===== config.mk =====
export PLATFORM = sky130hd
export DESIGN_NAME = tbrm_div
export DESIGN_NICKNAME = d
export VERILOG_FILES = /design/src/hdl/tremor_band_rms_meter_assert.svh /design/src/hdl/tbrm_pkg.sv /design/src/hdl/tbrm_div.sv
export SDC_FILE = /design/constraint.sdc
export NUM_CORES = 1
export LEC_CHECK = 0
export BUFFER_PORTS_ARGS = -buffer_cell sky130_fd_sc_hd__buf_4
export CAP_MARGIN = 20
export CORE_MARGIN = 4
export CORE_UTILIZATION = 50
export DETAILED_ROUTE_END_ITERATION = 8
export PLACE_DENSITY = 0.71
export SLEW_MARGIN = 20
export SYNTH_ARGS = -nofsm -noshare
export SYNTH_HDL_FRONTEND = slang
export SYNTH_SLANG_ARGS = --single-unit

===== constraint.sdc =====
create_clock -name clock -period 17.3 [get_ports clock]
set_input_delay 0.865 -clock clock [delete_from_list [all_inputs] [get_ports clock]]
set_output_delay 0.865 -clock clock [all_outputs]
set_load 0.03 [all_outputs]

===== src/hdl/tremor_band_rms_meter_assert.svh =====
// ----------------------------------------------------------------------------
// Tremor band RMS meter assertion macros
// Shorthand for the concurrent checks at the end of the top level.
// ----------------------------------------------------------------------------
`ifndef TREMOR_BAND_RMS_METER_ASSERT_SVH
`define TREMOR_BAND_RMS_METER_ASSERT_SVH

// The consequent must hold in the same cycle as the condition.
`define TBRM_ASSERT_NOW(label, cond, expr, msg) \
   label: assert property (@(posedge clock) disable iff (reset) (cond) |-> (expr)) \
      else $error(msg);

// The consequent must hold in the cycle after the condition.
`define TBRM_ASSERT_NEXT(label, cond, expr, msg) \
   label: assert property (@(posedge clock) disable iff (reset) (cond) |=> (expr)) \
      else $error(msg);

`endif


===== src/hdl/tbrm_pkg.sv =====
`timescale 1ns / 1ps
// ----------------------------------------------------------------------------
// Tremor band RMS meter package
// Shared widths, register map, fixed-point helpers and unit status type.
// ----------------------------------------------------------------------------
package tbrm_pkg;

   localparam int WINDOW_DEF = 50;

   localparam int AXIS_W  = 16;
   localparam int COEF_W  = 18;
   localparam int DATA_W  = 25;
   localparam int DELAY_W = 40;
   localparam int PROD_W  = 2 * DATA_W;
   localparam int ACC_W   = 50;
   localparam int SQ_W    = 49;
   localparam int MSQ_W   = 32;
   localparam int ROOT_W  = 50;
   localparam int ROOT_TOP_BIT = ROOT_W - 2;
   localparam int OUT_W   = 25;

   localparam logic signed [COEF_W-1:0] HP_B0_RST = 18'sd54860;
   localparam logic signed [COEF_W-1:0] HP_A1_RST = -18'sd107968;
   localparam logic signed [COEF_W-1:0] HP_A2_RST = 18'sd45934;
   localparam logic signed [COEF_W-1:0] LP_B0_RST = 18'sd5984;
   localparam logic signed [COEF_W-1:0] LP_A1_RST = -18'sd64383;
   localparam logic signed [COEF_W-1:0] LP_A2_RST = 18'sd22785;

   localparam logic signed [ACC_W-1:0] DATA_HI  = 50'sd16777215;
   localparam logic signed [ACC_W-1:0] DATA_LO  = -50'sd16777216;
   localparam logic signed [ACC_W-1:0] DELAY_HI = 50'sd549755813887;
   localparam logic signed [ACC_W-1:0] DELAY_LO = -50'sd549755813888;
   localparam logic signed [ACC_W-1:0] RND_DATA  = 50'sd32768;
   localparam logic signed [ACC_W-1:0] RND_DELAY = 50'sd128;

   typedef enum logic [2:0] {
      REG_HP_B0 = 3'd0,
      REG_HP_A1 = 3'd1,
      REG_HP_A2 = 3'd2,
      REG_LP_B0 = 3'd3,
      REG_LP_A1 = 3'd4,
      REG_LP_A2 = 3'd5
   } reg_index_type;

   typedef struct packed {
      logic busy;
      logic done;
   } unit_stat_type;

   // Round half up from Q.24 to Q.8 and clamp to the data range.
   function automatic logic signed [DATA_W-1:0] round_sat_data(
      input logic signed [ACC_W-1:0] acc);
      logic signed [ACC_W-1:0] r;
      r = (acc + RND_DATA) >>> 16;
      if (r > DATA_HI) r = DATA_HI;
      else if (r < DATA_LO) r = DATA_LO;
      return r[DATA_W-1:0];
   endfunction

   // Round half up from Q.24 to Q.16 and clamp to the delay range.
   function automatic logic signed [DELAY_W-1:0] round_sat_delay(
      input logic signed [ACC_W-1:0] acc);
      logic signed [ACC_W-1:0] r;
      r = (acc + RND_DELAY) >>> 8;
      if (r > DELAY_HI) r = DELAY_HI;
      else if (r < DELAY_LO) r = DELAY_LO;
      return r[DELAY_W-1:0];
   endfunction

endpackage


===== src/hdl/tbrm_div.sv =====
`timescale 1ns / 1ps
// ----------------------------------------------------------------------------
// Tremor band RMS meter window divider
// Divides by the window length one byte of the dividend per cycle; each
// quotient digit comes from a reciprocal multiplication by a constant.
// ----------------------------------------------------------------------------
module tbrm_div #(
   parameter int WINDOW = tbrm_pkg::WINDOW_DEF,
   parameter int SUM_W  = tbrm_pkg::SQ_W + $clog2(tbrm_pkg::WINDOW_DEF)
) (
   input  logic                        clock,
   input  logic                        reset,
   input  logic                        start,
   input  logic [SUM_W-1:0]            dividend,
   output logic [SUM_W-1:0]            quotient,
   output tbrm_pkg::unit_stat_type     stat
);

   // The partial dividend is the running remainder with the next byte below
   // it. It stays under WINDOW*256, so with the reciprocal rounded up and a
   // shift of its width plus log2(WINDOW) the digit is exact.
   localparam int REM_W = $clog2(WINDOW + 1);
   localparam int T_W   = REM_W + 8;
   localparam int SH    = T_W + $clog2(WINDOW);
   localparam int M_W   = SH + 1;
   localparam int P_W   = T_W + M_W;
   localparam int DIG_N = (SUM_W + 7) / 8;
   localparam int NUM_W = 8 * DIG_N;
   localparam int CNT_W = $clog2(DIG_N + 1);
   localparam longint RECIP_L = ((longint'(1) << SH) + longint'(WINDOW) - longint'(1))
                                / longint'(WINDOW);
   localparam logic [P_W-1:0] RECIP   = P_W'(RECIP_L);
   localparam logic [T_W-1:0] DIVISOR = T_W'(WINDOW);

   logic [NUM_W-1:0] num_ff, num_in;
   logic [REM_W-1:0] rem_ff, rem_in;
   logic [CNT_W-1:0] cnt_ff, cnt_in;
   logic             busy_ff, busy_in;
   logic             done_ff, done_in;
   logic [T_W-1:0]   part;
   logic [P_W-1:0]   scaled;
   logic [7:0]       q_dig;
   logic [T_W-1:0]   diff;

   always_comb begin
      part    = {rem_ff, num_ff[NUM_W-1 -: 8]};
      scaled  = P_W'(part) * RECIP;
      q_dig   = scaled[SH +: 8];
      diff    = part - T_W'(q_dig) * DIVISOR;
      num_in  = num_ff;
      rem_in  = rem_ff;
      cnt_in  = cnt_ff;
      busy_in = busy_ff;
      done_in = 1'b0;
      if (start) begin
         num_in  = NUM_W'(dividend);
         rem_in  = '0;
         cnt_in  = CNT_W'(DIG_N);
         busy_in = 1'b1;
      end else if (busy_ff) begin
         num_in = {num_ff[NUM_W-9:0], q_dig};
         rem_in = diff[REM_W-1:0];
         cnt_in = cnt_ff - CNT_W'(1);
         if (cnt_ff == CNT_W'(1)) begin
            busy_in = 1'b0;
            done_in = 1'b1;
         end
      end
   end

   always_ff @(posedge clock) begin
      num_ff <= num_in;
      rem_ff <= rem_in;
      cnt_ff <= cnt_in;
      if (reset) begin
         busy_ff <= 1'b0;
         done_ff <= 1'b0;
      end else begin
         busy_ff <= busy_in;
         done_ff <= done_in;
      end
   end

   assign quotient  = num_ff[SUM_W-1:0];
   assign stat.busy = busy_ff;
   assign stat.done = done_ff;

endmodule


==> impl_metrics.sql, run 1 <==
INSERT INTO impl_metrics (metric_group, metric, value, unit) VALUES
('clock_tree', 'hold_bufs_inserted_after_cts', '0', ''),
('setup_path', 'crit_buf_inv', '5', ''),
('synthesis', 'synth-main-ff-cell', 'sky130_fd_sc_hd__edfxtp_1', ''),
('drt', 'finalWirelength', '13.95', 'mm'),
('synthesis', 'mappedNetlistArea', '0.006749', 'mm2'),
('place', 'dp.final_hpwl', '11.51', 'mm'),
('synthesis', 'synth_nets', '808', ''),
('floorplanning', 'chipWidth', '124.2', 'um'),
('floorplanning', 'placement_rows', '42', ''),
('sta', 'slew_limit_fails', '0', ''),
('sta', 'max-slew-margin-rel', '44.70', '%'),
('setup_path', 'cp.arrival', '6.62', 'ns'),
('synthesis', 'synthesis.yosys.warnings', '0', ''),
('finish', 'num-nets-final', '867', ''),
('drt', 'post_drt_via_cell_ratio', '5.090', ''),
('setup_path', 'slowest_delay', '0.56', 'ns'),
('worst_hold_path', 'hold_path_startpoint', 'cnt_ff[1]', ''),
('sta', 'setup_total_negative_slack', '0', 'ns'),
('place', 'gp_congestion', '0.9219', ''),
('synthesis', 'avgSynthCellArea', '11.52', 'um2'),
('clock_tree', 'cts-root-buf', 'sky130_fd_sc_hd__clkbuf_16', ''),
('setup_path', 'r2r_cells', '25', ''),
('floorplanning', 'core-area', '0.01324', 'mm2'),
('setup_path', 'r2r_end', 'rem_ff[5]', ''),
('drt', 'firstDrtPassIters', '4', ''),
('clock_tree', 'tritoncts', 'built', ''),
('synthesis', 'async_flop_share', '0', '%'),
('setup_path', 'critical_path.max_fanout', '6', ''),
('drt', 'drt-initial-drc-count', '242', ''),
('sta', 'post_layout_min_period', '6.440', 'ns'),
('synthesis', 'ys_ff_latch', '67', ''),
('setup_path', 'regToRegStartpoint', 'num_ff[53]', ''),
('setup_path', 'critPathLaunchType', 'flop', ''),
('setup_path', 'rrSetupSlack', '10.86', 'ns'),
('synthesis', 'yosys.cell_types.count', '52', ''),
('clock_tree', 'cts_buffers', '9', ''),
('setup_path', 'worst-setup-path-type', 'reg2reg', ''),
('sta', 'min_period_over_period', '37.23', '%'),
('finish', 'layout-area-overhead-vs-synth', '13.74', '%'),
('global_route', 'grt_use_total', '18.33', '%'),
('place', 'io_buffer_count', '114', ''),
('setup_path', 'worst-endpoint-required', '17.48', 'ns'),
('clock_tree', 'worst_skew_pair.late_latency', '0.33', 'ns'),
('run', 'maxCapViolCount', '0', ''),
('sta', 'clock.fmax', '155.3', 'MHz'),
('worst_hold_path', 'hold_class', 'reg2reg', ''),
('sta', 'hold_violations', '0', ''),
('clock_tree', 'clk_pin_slew', '0.05', 'ns'),
('drt', 'drc', '0', ''),
('setup_path', 'crit_family', 'adder cells', ''),
('sta', 'clock_skew', '0.005071', 'ns'),
('sta', 'worstMarginPinSlew', '0.8295', 'ns'),
('drt', 'wire_per_inst', '16.88', 'um'),
('clock_tree', 'setup_bufs_post_cts', '0', ''),
('setup_path', 'cell_repeated_most_along_the_worst_path', 'sky130_fd_sc_hd__inv_1', ''),
('synthesis', 'synth_enable_flop_cells', '55', ''),
('worst_hold_path', 'whs_path_depth', '2', ''),
('worst_hold_path', 'min_delay_worst_endpoint', 'cnt_ff[1]', ''),
('global_route', 'antenna_found_initial', '0', ''),
('floorplanning', 'design.die.area', '0.01542', 'mm2'),
('clock_tree', 'cts-resized-gates', '0', ''),
('finish', 'drive_above_1_share', '30.46', '%'),
('global_route', 'grt_max_degree', '75', ''),
('floorplanning', 'io-pin-count', '115', ''),
('drt', 'detailroute.via_count', '4204', ''),
('clock_tree', 'clock-sinks', '67', ''),
('drt', 'detail-route-antenna-nets', '0', ''),
('clock_tree', 'cts_htree_levels', '3', ''),
('global_route', 'grt_overflow', '0', ''),
('setup_path', 'critical_path_capture_point_type', 'flop', ''),
('outcome', 'outcome', 'finished, final reports clean', ''),
('global_route', 'grt_pass1_wl', '21.58', 'mm'),
('clock_tree', 'clk_path_buf_depth', '2', ''),
('finish', 'antenna-diode-count', '0', ''),
('synthesis', 'register_area_share_after_synthesis', '28.03', '%'),
('sta', 'rsz0062_at_grt', 'false', ''),
('global_route', 'grt_pass1_vias', '4333', ''),
('synthesis', 'post_synth_inst_count', '586', ''),
('setup_path', 'cpMaxStageDelayCell', 'sky130_fd_sc_hd__edfxtp_1', ''),
('floorplanning', 'floorplan.die.height', '124.2', 'um'),
('sta', 'timing.final.setup_violations', '0', ''),
('floorplanning', 'floorplan.initialDensity', '50.96', '%');
-- synth_stat cells (all sizes together), types with 2 or more instances --
library cell	number	share of area [%]
xor2	3	0.39
nand4	3	0.37
a21o	8	0.93
nand2b	6	0.56
nor3	2	0.15
dfxtp	12	3.6
a31oi	2	0.41
nor2b	4	0.37
mux2	49	8.2
and3	4	0.44
a21oi	19	1.7
nand2	13	0.76
o211ai	3	0.33
edfxtp	55	24
inv	111	6.2
nor2	9	0.50
fa	63	19
o21ai	13	1.0
buf	59	6.5
mux2i	5	0.74
a211oi	4	0.52
clkbuf	9	0.50
xnor2	12	1.7
o21a	2	0.22
ha	101	19
-- final cells by class --
| type | count | area (um2) |
|---|---|---|
| Tap cell | 176 | 220.2 |
| Fill cell | 1146 | 5567 |
| Clock buffer | 10 | 229.0 |
| Timing Repair Buffer | 116 | 870.8 |
| Sequential cell | 67 | 1892 |
| Multi-Input combinational cell | 340 | 3968 |
| Inverter | 111 | 416.7 |
| Clock inverter | 6 | 80.08 |
-- cell families (layout without fill, tap and decap cells) --
logic type,after synthesis,count (layout),share of synthesized area [%]
flip-flops,67,67,28.03
AO/OA/AOI/OAI,58,58,6.192
XOR/XNOR,15,15,2.058
multiplexers,54,54,8.917
AND/OR/NAND/NOR,49,49,4.208
buffers and inverters,179,243,13.18
adder cells (fa/ha/maj),164,164,37.41
-- worst max path at each step --
stage / from / slack [ns] / cells after the start / end
2_1_floorplan: rem_ff[4] / 11.65 / 24 / rem_ff[5]
3_3_place_gp: num_ff[53] / 10.99 / 25 / rem_ff[5]
3_5_place_dp: rem_ff[3] / 10.88 / 24 / rem_ff[5]
4_1_cts: rem_ff[3] / 10.82 / 24 / rem_ff[5]
5_1_grt: rem_ff[3] / 10.53 / 24 / rem_ff[5]
6_report: num_ff[53] / 10.86 / 25 / rem_ff[5]
-- worst min-delay path, stage by stage (launching register included) --
cell and delay, ns:
sky130_fd_sc_hd__dfxtp_1 0.32, sky130_fd_sc_hd__o21ai_0 0.07, sky130_fd_sc_hd__nand2b_1 0.06
-- through the flow --
| stage | cells | hold slack [ns] | cell area (um2) | utilization (%) | setup WS (ns) |
|---|---|---|---|---|---|
| final | 826 | 0.4883 | 7676 | 57.96 | 10.86 |
| after global routing | 826 | 0.5381 | 7676 | 57.96 | 10.53 |
| after CTS | 826 | 0.4940 | 7676 | 57.96 | 10.82 |
| after detailed placement | 810 | 0.4767 | 7367 | 55.63 | 10.88 |
| after global placement | 810 | 0.4620 | 7367 | 55.63 | 10.99 |
| after floorplan | 586 | 0.4487 | 6749 | - | 11.65 |
-- cell usage in the layout, fill, tap and decap left out, types with 2 or more instances in the layout --
cell / netlist / final
sky130_fd_sc_hd__nor2_1: 9 / 9
sky130_fd_sc_hd__a211oi_1: 3 / 3
sky130_fd_sc_hd__mux2_2: 49 / 49
sky130_fd_sc_hd__nand2_1: 12 / 12
sky130_fd_sc_hd__buf_4: 58 / 116
sky130_fd_sc_hd__xnor2_1: 11 / 11
sky130_fd_sc_hd__xor2_1: 3 / 3
sky130_fd_sc_hd__o21a_1: 2 / 2
sky130_fd_sc_hd__a21oi_1: 16 / 16
sky130_fd_sc_hd__clkbuf_16: 0 / 9
sky130_fd_sc_hd__clkinv_2: 0 / 4
sky130_fd_sc_hd__nand4_1: 2 / 2
sky130_fd_sc_hd__ha_1: 101 / 101
sky130_fd_sc_hd__nor2b_1: 4 / 4
sky130_fd_sc_hd__fa_1: 63 / 63
sky130_fd_sc_hd__a21o_2: 2 / 2
sky130_fd_sc_hd__o21ai_0: 7 / 7
sky130_fd_sc_hd__o21ai_1: 5 / 5
sky130_fd_sc_hd__bufinv_16: 0 / 2
sky130_fd_sc_hd__inv_1: 111 / 111
sky130_fd_sc_hd__o211ai_1: 3 / 3
sky130_fd_sc_hd__mux2i_1: 5 / 5
sky130_fd_sc_hd__edfxtp_1: 55 / 55
sky130_fd_sc_hd__nand2b_1: 6 / 6
sky130_fd_sc_hd__dfxtp_1: 12 / 12
sky130_fd_sc_hd__and3_1: 3 / 3
sky130_fd_sc_hd__a21oi_2: 2 / 2
sky130_fd_sc_hd__a21o_1: 6 / 6
sky130_fd_sc_hd__nor3_1: 2 / 2
-- registers in the layout, summed over array words and instances (netlist names) --
register and cells:
busy_ff 1, cnt_ff 3, done_ff 1, num_ff 56, rem_ff 6
-- layer usage --
metal | routed length [um] | global-route usage [%] | up-vias
met2 | 6762 | 28.92 | 109
met5 | 0 | 0 | -
met4 | 265 | 4.654 | 0
met1 | 6089 | 25.92 | 2054
met3 | 828 | 3.815 | 20
li1 | - | - | 2021
Power of run 1 is not shown: default switching activity piles up to over one toggle a cycle in this logic, so the estimate is an artifact.
==> run 2, diff against run 1 <==
--- a/config.mk
+++ b/config.mk
@@ -5,6 +5,7 @@
 export SDC_FILE = /design/constraint.sdc
 export NUM_CORES = 1
 export LEC_CHECK = 0
+export ABC_AREA = 1
 export BUFFER_PORTS_ARGS = -buffer_cell sky130_fd_sc_hd__buf_4
 export CAP_MARGIN = 20
 export CORE_MARGIN = 4
==> constraint.sdc (replaced) <==
create_clock -name clock -period 6.1 [get_ports clock]
set_input_delay 0.305 -clock clock [delete_from_list [all_inputs] [get_ports clock]]
set_output_delay 0.305 -clock clock [all_outputs]
set_load 0.03 [all_outputs]
==> run 2 against run 1 <==
  * Global-route usage increased by 1.2 points
  * First-iteration DRC count increased by 19%
  * Die area increased by 1.5%
  * Non-clock buffer count increased by 24
  * Hold slack got worse by 0.34 ns
  * Sequential cell count unchanged
  * Core utilization increased by 4.2 points
  * Largest cell class unchanged
  * Highest routed layer unchanged
==> impl_metrics.sql, run 2 <==
INSERT INTO impl_metrics (metric_group, metric, value, unit) VALUES
('outcome', 'outcome', 'finished, final reports clean', ''),
('drt', 'drc', '0', ''),
('clock_tree', 'worst_skew_pair.late_latency', '0.33', 'ns'),
('synthesis', 'synth-main-ff-cell', 'sky130_fd_sc_hd__edfxtp_1', ''),
('setup_path', 'cp.arrival', '6.07', 'ns'),
('global_route', 'grt_use_total', '19.55', '%'),
('synthesis', 'yosysTopAreaCell', 'sky130_fd_sc_hd__edfxtp_1', ''),
('synthesis', 'post_synth_inst_count', '768', ''),
('synthesis', 'yosys.cell_count.top_type', 'sky130_fd_sc_hd__nand2_1', ''),
('drt', 'firstDrtPassIters', '5', ''),
('drt', 'wire_per_inst', '15.68', 'um'),
('synthesis', 'synthesis.yosys.warnings', '0', ''),
('sta', 'clock_skew', '0.005573', 'ns'),
('setup_path', 'timing.critical_path.depth', '30', ''),
('finish', 'layout.cells.most_common', 'sky130_fd_sc_hd__nand2_1', ''),
('setup_path', 'crit_family', 'adder cells', ''),
('sta', 'hold_violations', '0', ''),
('worst_hold_path', 'whs_path_depth', '2', ''),
('setup_path', 'crit_path_start', 'num_ff[52]', ''),
('finish', 'layout.cells.most_common_list', 'sky130_fd_sc_hd__nand2_1, sky130_fd_sc_hd__buf_4, sky130_fd_sc_hd__inv_1, sky130_fd_sc_hd__ha_1, sky130_fd_sc_hd__fa_1', ''),
('sta', 'min_period_over_period', '95.95', '%'),
('clock_tree', 'tritoncts', 'built', ''),
('floorplanning', 'chipWidth', '125.1', 'um'),
('setup_path', 'worst-setup-path-type', 'reg2reg', ''),
('global_route', 'grt_pass1_wl', '24.56', 'mm'),
('finish', 'layout-area-overhead-vs-synth', '21.05', '%'),
('synthesis', 'yosys.cell_types.count', '31', ''),
('synthesis', 'register_area_share_after_synthesis', '27.60', '%'),
('place', 'gp_congestion', '0.9089', ''),
('clock_tree', 'clock-sinks', '67', ''),
('sta', 'slew_limit_fails', '0', ''),
('setup_path', 'critical_path_capture_point_type', 'flop', ''),
('sta', 'setup_total_negative_slack', '0', 'ns'),
('finish', 'antenna-diode-count', '0', ''),
('sta', 'post_layout_min_period', '5.853', 'ns'),
('clock_tree', 'clk_pin_slew', '0.05', 'ns'),
('finish', 'top_register', 'num_ff', ''),
('synthesis', 'synth.area.top_cells', 'sky130_fd_sc_hd__edfxtp_1, sky130_fd_sc_hd__ha_1, sky130_fd_sc_hd__fa_1', ''),
('worst_hold_path', 'hold_class', 'in2reg', ''),
('synthesis', 'async_flop_share', '0', '%'),
('sta', 'timing.final.setup_violations', '0', ''),
('floorplanning', 'core-area', '0.01335', 'mm2'),
('setup_path', 'critical_path.max_fanout', '4', ''),
('sta', 'worstMarginPinSlew', '0.9004', 'ns'),
('floorplanning', 'design.die.area', '0.01565', 'mm2'),
('synthesis', 'mappedNetlistArea', '0.006854', 'mm2'),
('synthesis', 'synth_nets', '990', ''),
('place', 'dp_worst_setup_slack', '0.03958', 'ns'),
('drt', 'detail-route-antenna-nets', '0', ''),
('finish', 'largest_regs', 'num_ff x56, rem_ff x6, cnt_ff x3', ''),
('floorplanning', 'io-pin-count', '115', ''),
('place', 'io_buffer_count', '114', ''),
('synthesis', 'netlist.area_leader.share', '24.10', '%'),
('setup_path', 'regToRegStartpoint', 'num_ff[52]', ''),
('synthesis', 'avgSynthCellArea', '8.925', 'um2'),
('global_route', 'antenna_found_initial', '0', ''),
('place', 'dp.final_hpwl', '12.96', 'mm'),
('setup_path', 'worst-endpoint-required', '6.32', 'ns'),
('finish', 'num-nets-final', '1072', ''),
('clock_tree', 'cts_htree_levels', '3', ''),
('setup_path', 'slowest_delay', '0.57', 'ns'),
('floorplanning', 'placement_rows', '42', ''),
('worst_hold_path', 'hold_path_startpoint', 'reset', ''),
('setup_path', 'crit_buf_inv', '7', ''),
('setup_path', 'critPathLaunchType', 'flop', ''),
('finish', 'fillers', '1131', ''),
('setup_path', 'cpMaxStageDelayCell', 'sky130_fd_sc_hd__fa_1', ''),
('synthesis', 'ys_ff_latch', '67', ''),
('drt', 'drt-initial-drc-count', '288', ''),
('sta', 'clock.fmax', '170.9', 'MHz'),
('sta', 'timing.final.ws_setup', '0.2471', 'ns'),
('finish', 'number_of_flip_flops_in_the_largest_register', '56', ''),
('clock_tree', 'cts-root-buf', 'sky130_fd_sc_hd__clkbuf_16', ''),
('drt', 'finalWirelength', '16.16', 'mm'),
('floorplanning', 'floorplan.initialDensity', '51.35', '%'),
('synthesis', 'synth_enable_flop_cells', '55', ''),
('drt', 'post_drt_via_cell_ratio', '4.928', ''),
('finish', 'drive_above_1_share', '25.85', '%'),
('global_route', 'grt_pass1_vias', '4882', ''),
('synthesis', 'synth_common_cells', 'sky130_fd_sc_hd__nand2_1, sky130_fd_sc_hd__inv_1, sky130_fd_sc_hd__ha_1', ''),
('clock_tree', 'cts_buffers', '9', ''),
('run', 'maxCapViolCount', '0', ''),
('setup_path', 'r2r_cells', '30', ''),
('global_route', 'grt_max_degree', '63', ''),
('clock_tree', 'clk_path_buf_depth', '2', ''),
('clock_tree', 'hold_bufs_inserted_after_cts', '0', ''),
('floorplanning', 'floorplan.die.height', '125.1', 'um'),
('sta', 'max-slew-margin-rel', '39.89', '%'),
('drt', 'detailroute.via_count', '5081', ''),
('global_route', 'grt_overflow', '0', '');
-- run 2: kinds of logic after synthesis --
| kind of cell | synth area share, % |
|---|---|
| simple gates | 15.70 |
| buf+inv | 14.57 |
| fa+ha+maj | 36.84 |
| flops | 27.60 |
| compound gates | 4.144 |
| xor+xnor | 1.150 |
-- run 2: final cells by class --
type                       count  area (um2)  area share (%)
clock buffer                  10       229.0           2.760
clock inverter                 6       56.30          0.6786
inverter                     140       525.5           6.334
multi-input combinational    492        4299           51.82
sequential                    67        1901           22.91
tap                          176       220.2           2.654
timing repair buffer         140        1066           12.85
-- run 2: timing repair --
action	4_1_cts	5_1_grt
endpoints found under the setup margin	0	1
setup buffers	0	8
resized for setup	0	67
-- run 2: per-stage QoR --
step	hold WS [ns]	util, %	instance area [um2]	cells
2_1_floorplan	0.3741	-	6854	768
3_3_place_gp	0.4577	56.88	7592	1007
3_5_place_dp	0.4734	56.88	7592	1007
4_1_cts	0.1368	59.02	7878	1023
5_1_grt	0.1374	62.16	8297	1031
6_report	0.1465	62.16	8297	1031
-- run 2: path summary, 6_finish.rpt --
path                    end  slack, ns
setup / recovery  rem_ff[5]       0.25
hold / removal      busy_ff       0.15
setup reg to reg  rem_ff[5]       0.25
hold reg to reg   cnt_ff[2]       0.50
-- run 2: worst reg2reg max path, delay by kind of cell, from the launching register on --
family	cells	cell delay, ns
buf+inv	7	0.48
fa+ha+maj	8	3.00
xor+xnor	2	0.45
flops	1	0.50
simple gates	7	0.51
compound gates	6	0.81
-- run 2: layer usage --
layer | part of all wire [%] | GRT usage [%] | vias to the layer above | wire length [um]
met3 | 5.6 | 4.307 | 22 | 910
met2 | 49 | 31.13 | 130 | 7881
li1 | - | - | 2519 | -
met5 | 0 | 0 | - | 0
met4 | 1.5 | 3.125 | 0 | 235
met1 | 44 | 28.14 | 2410 | 7134
Power of run 2 is left out for the same reason.
==> run 3, diff against run 2 <==
--- a/config.mk
+++ b/config.mk
@@ -9,9 +9,10 @@
 export BUFFER_PORTS_ARGS = -buffer_cell sky130_fd_sc_hd__buf_4
 export CAP_MARGIN = 20
 export CORE_MARGIN = 4
-export CORE_UTILIZATION = 50
+export CORE_UTILIZATION = 30
 export DETAILED_ROUTE_END_ITERATION = 8
-export PLACE_DENSITY = 0.71
+export MAX_ROUTING_LAYER = met4
+export PLACE_DENSITY = 0.47
 export SLEW_MARGIN = 20
 export SYNTH_ARGS = -nofsm -noshare
 export SYNTH_HDL_FRONTEND = slang
==> run 3 against run 2 <==
  * Fmax is 1.0% higher
  * Core utilization shrank 24 points
  * Final cell count grew 12%
  * Sequential cell count unchanged
  * Non-clock buffer count grew 15
  * Register-to-register slack improved by 0.06 ns
  * Clock skew increased by 0.0018 ns
  * Hold slack improved by 0.0052 ns
  * Wire length is 11% higher
  * Largest cell class unchanged
==> impl_metrics.sql, run 3 (synthesis gave the netlist of run 2 again) <==
INSERT INTO impl_metrics (metric_group, metric, value, unit) VALUES
('setup_path', 'cp.arrival', '6.05', 'ns'),
('floorplanning', 'floorplan.die.height', '159.2', 'um'),
('setup_path', 'r2r_end', 'rem_ff[5]', ''),
('global_route', 'grt_pass1_vias', '4988', ''),
('floorplanning', 'design.die.area', '0.02533', 'mm2'),
('setup_path', 'critical_path_capture_point_type', 'flop', ''),
('clock_tree', 'cts_htree_levels', '3', ''),
('global_route', 'grt_pass1_wl', '27.46', 'mm'),
('drt', 'wire_per_inst', '15.55', 'um'),
('floorplanning', 'placement_rows', '55', ''),
('global_route', 'grt_overflow', '0', ''),
('drt', 'drt-initial-drc-count', '313', ''),
('worst_hold_path', 'hold_class', 'in2reg', ''),
('sta', 'timing.final.ws_setup', '0.3057', 'ns'),
('setup_path', 'slowest_delay', '0.56', 'ns'),
('clock_tree', 'worst_skew_pair.late_latency', '0.32', 'ns'),
('finish', 'layout.cells.most_common', 'sky130_fd_sc_hd__nand2_1', ''),
('drt', 'firstDrtPassIters', '5', ''),
('sta', 'min_period_over_period', '94.99', '%'),
('sta', 'max-slew-margin-rel', '33.93', '%'),
('sta', 'clock.fmax', '172.6', 'MHz'),
('clock_tree', 'hold_bufs_inserted_after_cts', '0', ''),
('clock_tree', 'clock-sinks', '67', ''),
('setup_path', 'critPathLaunchType', 'flop', ''),
('setup_path', 'worst-setup-path-type', 'reg2reg', ''),
('finish', 'largest_regs', 'num_ff x56, rem_ff x6, cnt_ff x3', ''),
('drt', 'finalWirelength', '17.96', 'mm'),
('setup_path', 'r2r_cells', '29', ''),
('finish', 'layout-area-overhead-vs-synth', '25.85', '%'),
('finish', 'layout.cells.most_common_list', 'sky130_fd_sc_hd__nand2_1, sky130_fd_sc_hd__buf_4, sky130_fd_sc_hd__inv_1, sky130_fd_sc_hd__ha_1, sky130_fd_sc_hd__fa_1', ''),
('worst_hold_path', 'hold_path_startpoint', 'reset', ''),
('finish', 'drive_above_1_share', '28.62', '%'),
('global_route', 'grt_use_total', '13.92', '%'),
('setup_path', 'rrSetupSlack', '0.31', 'ns'),
('run', 'maxCapViolCount', '0', ''),
('finish', 'top_register', 'num_ff', ''),
('sta', 'timing.final.setup_violations', '0', ''),
('finish', 'layout.core_utilization', '38.22', '%'),
('clock_tree', 'cts_buffers', '9', ''),
('place', 'dp_worst_setup_slack', '-0.06482', 'ns'),
('drt', 'post_drt_via_cell_ratio', '4.409', ''),
('setup_path', 'crit_family', 'adder cells', ''),
('drt', 'detail-route-antenna-nets', '0', ''),
('finish', 'num-nets-final', '1087', ''),
('sta', 'clock_skew', '0.007347', 'ns'),
('floorplanning', 'core-area', '0.02257', 'mm2'),
('finish', 'antenna-diode-count', '0', ''),
('finish', 'fillers', '2325', ''),
('place', 'dp.final_hpwl', '14.50', 'mm'),
('setup_path', 'crit_buf_inv', '4', ''),
('global_route', 'antenna_found_initial', '0', ''),
('global_route', 'grt_max_degree', '63', ''),
('floorplanning', 'io-pin-count', '115', ''),
('sta', 'hold_violations', '0', ''),
('worst_hold_path', 'min_delay_worst_endpoint', 'busy_ff', ''),
('floorplanning', 'floorplan.initialDensity', '30.37', '%'),
('clock_tree', 'clk_pin_slew', '0.05', 'ns'),
('sta', 'post_layout_min_period', '5.794', 'ns'),
('setup_path', 'regToRegStartpoint', 'num_ff[53]', ''),
('setup_path', 'worst-endpoint-required', '6.36', 'ns'),
('clock_tree', 'clk_path_buf_depth', '2', ''),
('place', 'io_buffer_count', '114', ''),
('place', 'gp_congestion', '0.8144', ''),
('sta', 'hold-worst-slack', '0.1517', 'ns'),
('setup_path', 'cell_repeated_most_along_the_worst_path', 'sky130_fd_sc_hd__nand2_1', ''),
('worst_hold_path', 'whs_path_depth', '2', ''),
('clock_tree', 'cts-root-buf', 'sky130_fd_sc_hd__clkbuf_16', ''),
('outcome', 'outcome', 'finished, final reports clean', ''),
('floorplanning', 'chipWidth', '159.2', 'um'),
('drt', 'detailroute.via_count', '5092', ''),
('sta', 'slew_limit_fails', '0', ''),
('setup_path', 'critical_path.max_fanout', '4', ''),
('setup_path', 'cpMaxStageDelayCell', 'sky130_fd_sc_hd__fa_1', ''),
('drt', 'drc', '0', ''),
('finish', 'number_of_flip_flops_in_the_largest_register', '56', ''),
('clock_tree', 'tritoncts', 'built', ''),
('sta', 'worstMarginPinSlew', '0.9911', 'ns');
## run 3: worst max path at each step
stage                     startpoint        end  slack, ns  cells after the start
final                     num_ff[53]  rem_ff[5]       0.31                     29
after global routing      num_ff[52]  rem_ff[5]      -0.08                     31
after CTS                 num_ff[52]  rem_ff[5]      0.002                     30
after detailed placement   rem_ff[2]  rem_ff[5]      -0.06                     28
after global placement     rem_ff[2]  rem_ff[5]       0.02                     28
after floorplan           num_ff[53]  rem_ff[5]       0.46                     30
## run 3: worst reg2reg max path: cells and delay by family, from the launching register on
| family | cells | cell delay [ns] |
|---|---|---|
| compound gates | 5 | 0.79 |
| buf+inv | 4 | 0.44 |
| flops | 1 | 0.41 |
| fa+ha+maj | 8 | 2.99 |
| xor+xnor | 2 | 0.38 |
| simple gates | 10 | 0.69 |
## run 3: cell type report
class	instances	area, um2	area share [%]
sequential	67	1898	22.00
timing repair buffer	155	1195	13.85
clock buffer	14	264.0	3.061
inverter	140	525.5	6.092
tap	285	356.6	4.134
multi-input combinational	492	4374	50.71
clock inverter	2	12.51	0.1451
## run 3: layer usage
layer  vias to the layer above  wire length, um  track usage, %
met3                         9              819           2.615
met5                         -                0               -
li1                       2547                -               -
met1                      2428             8830           20.66
met4                         0              114           1.657
met2                       108             8194           20.40
## run 3: repair_timing
item                                    in CTS  in global routing
pin swaps                                    1                 43
resized for setup                            7                 75
buffers inserted                             9                 11
endpoints found under the setup margin       1                  1
## run 3: per-stage QoR
step / TNS [ns] / instance area (um2) / std cells
global route: -0.07857 / 8626 / 1155
finish: 0 / 8626 / 1155
CTS: 0 / 8128 / 1144
global placement: 0 / 7764 / 1119
detailed placement: -0.06482 / 7764 / 1119
floorplan: 0 / 6854 / 768
Power of run 3 is left out for the same reason.
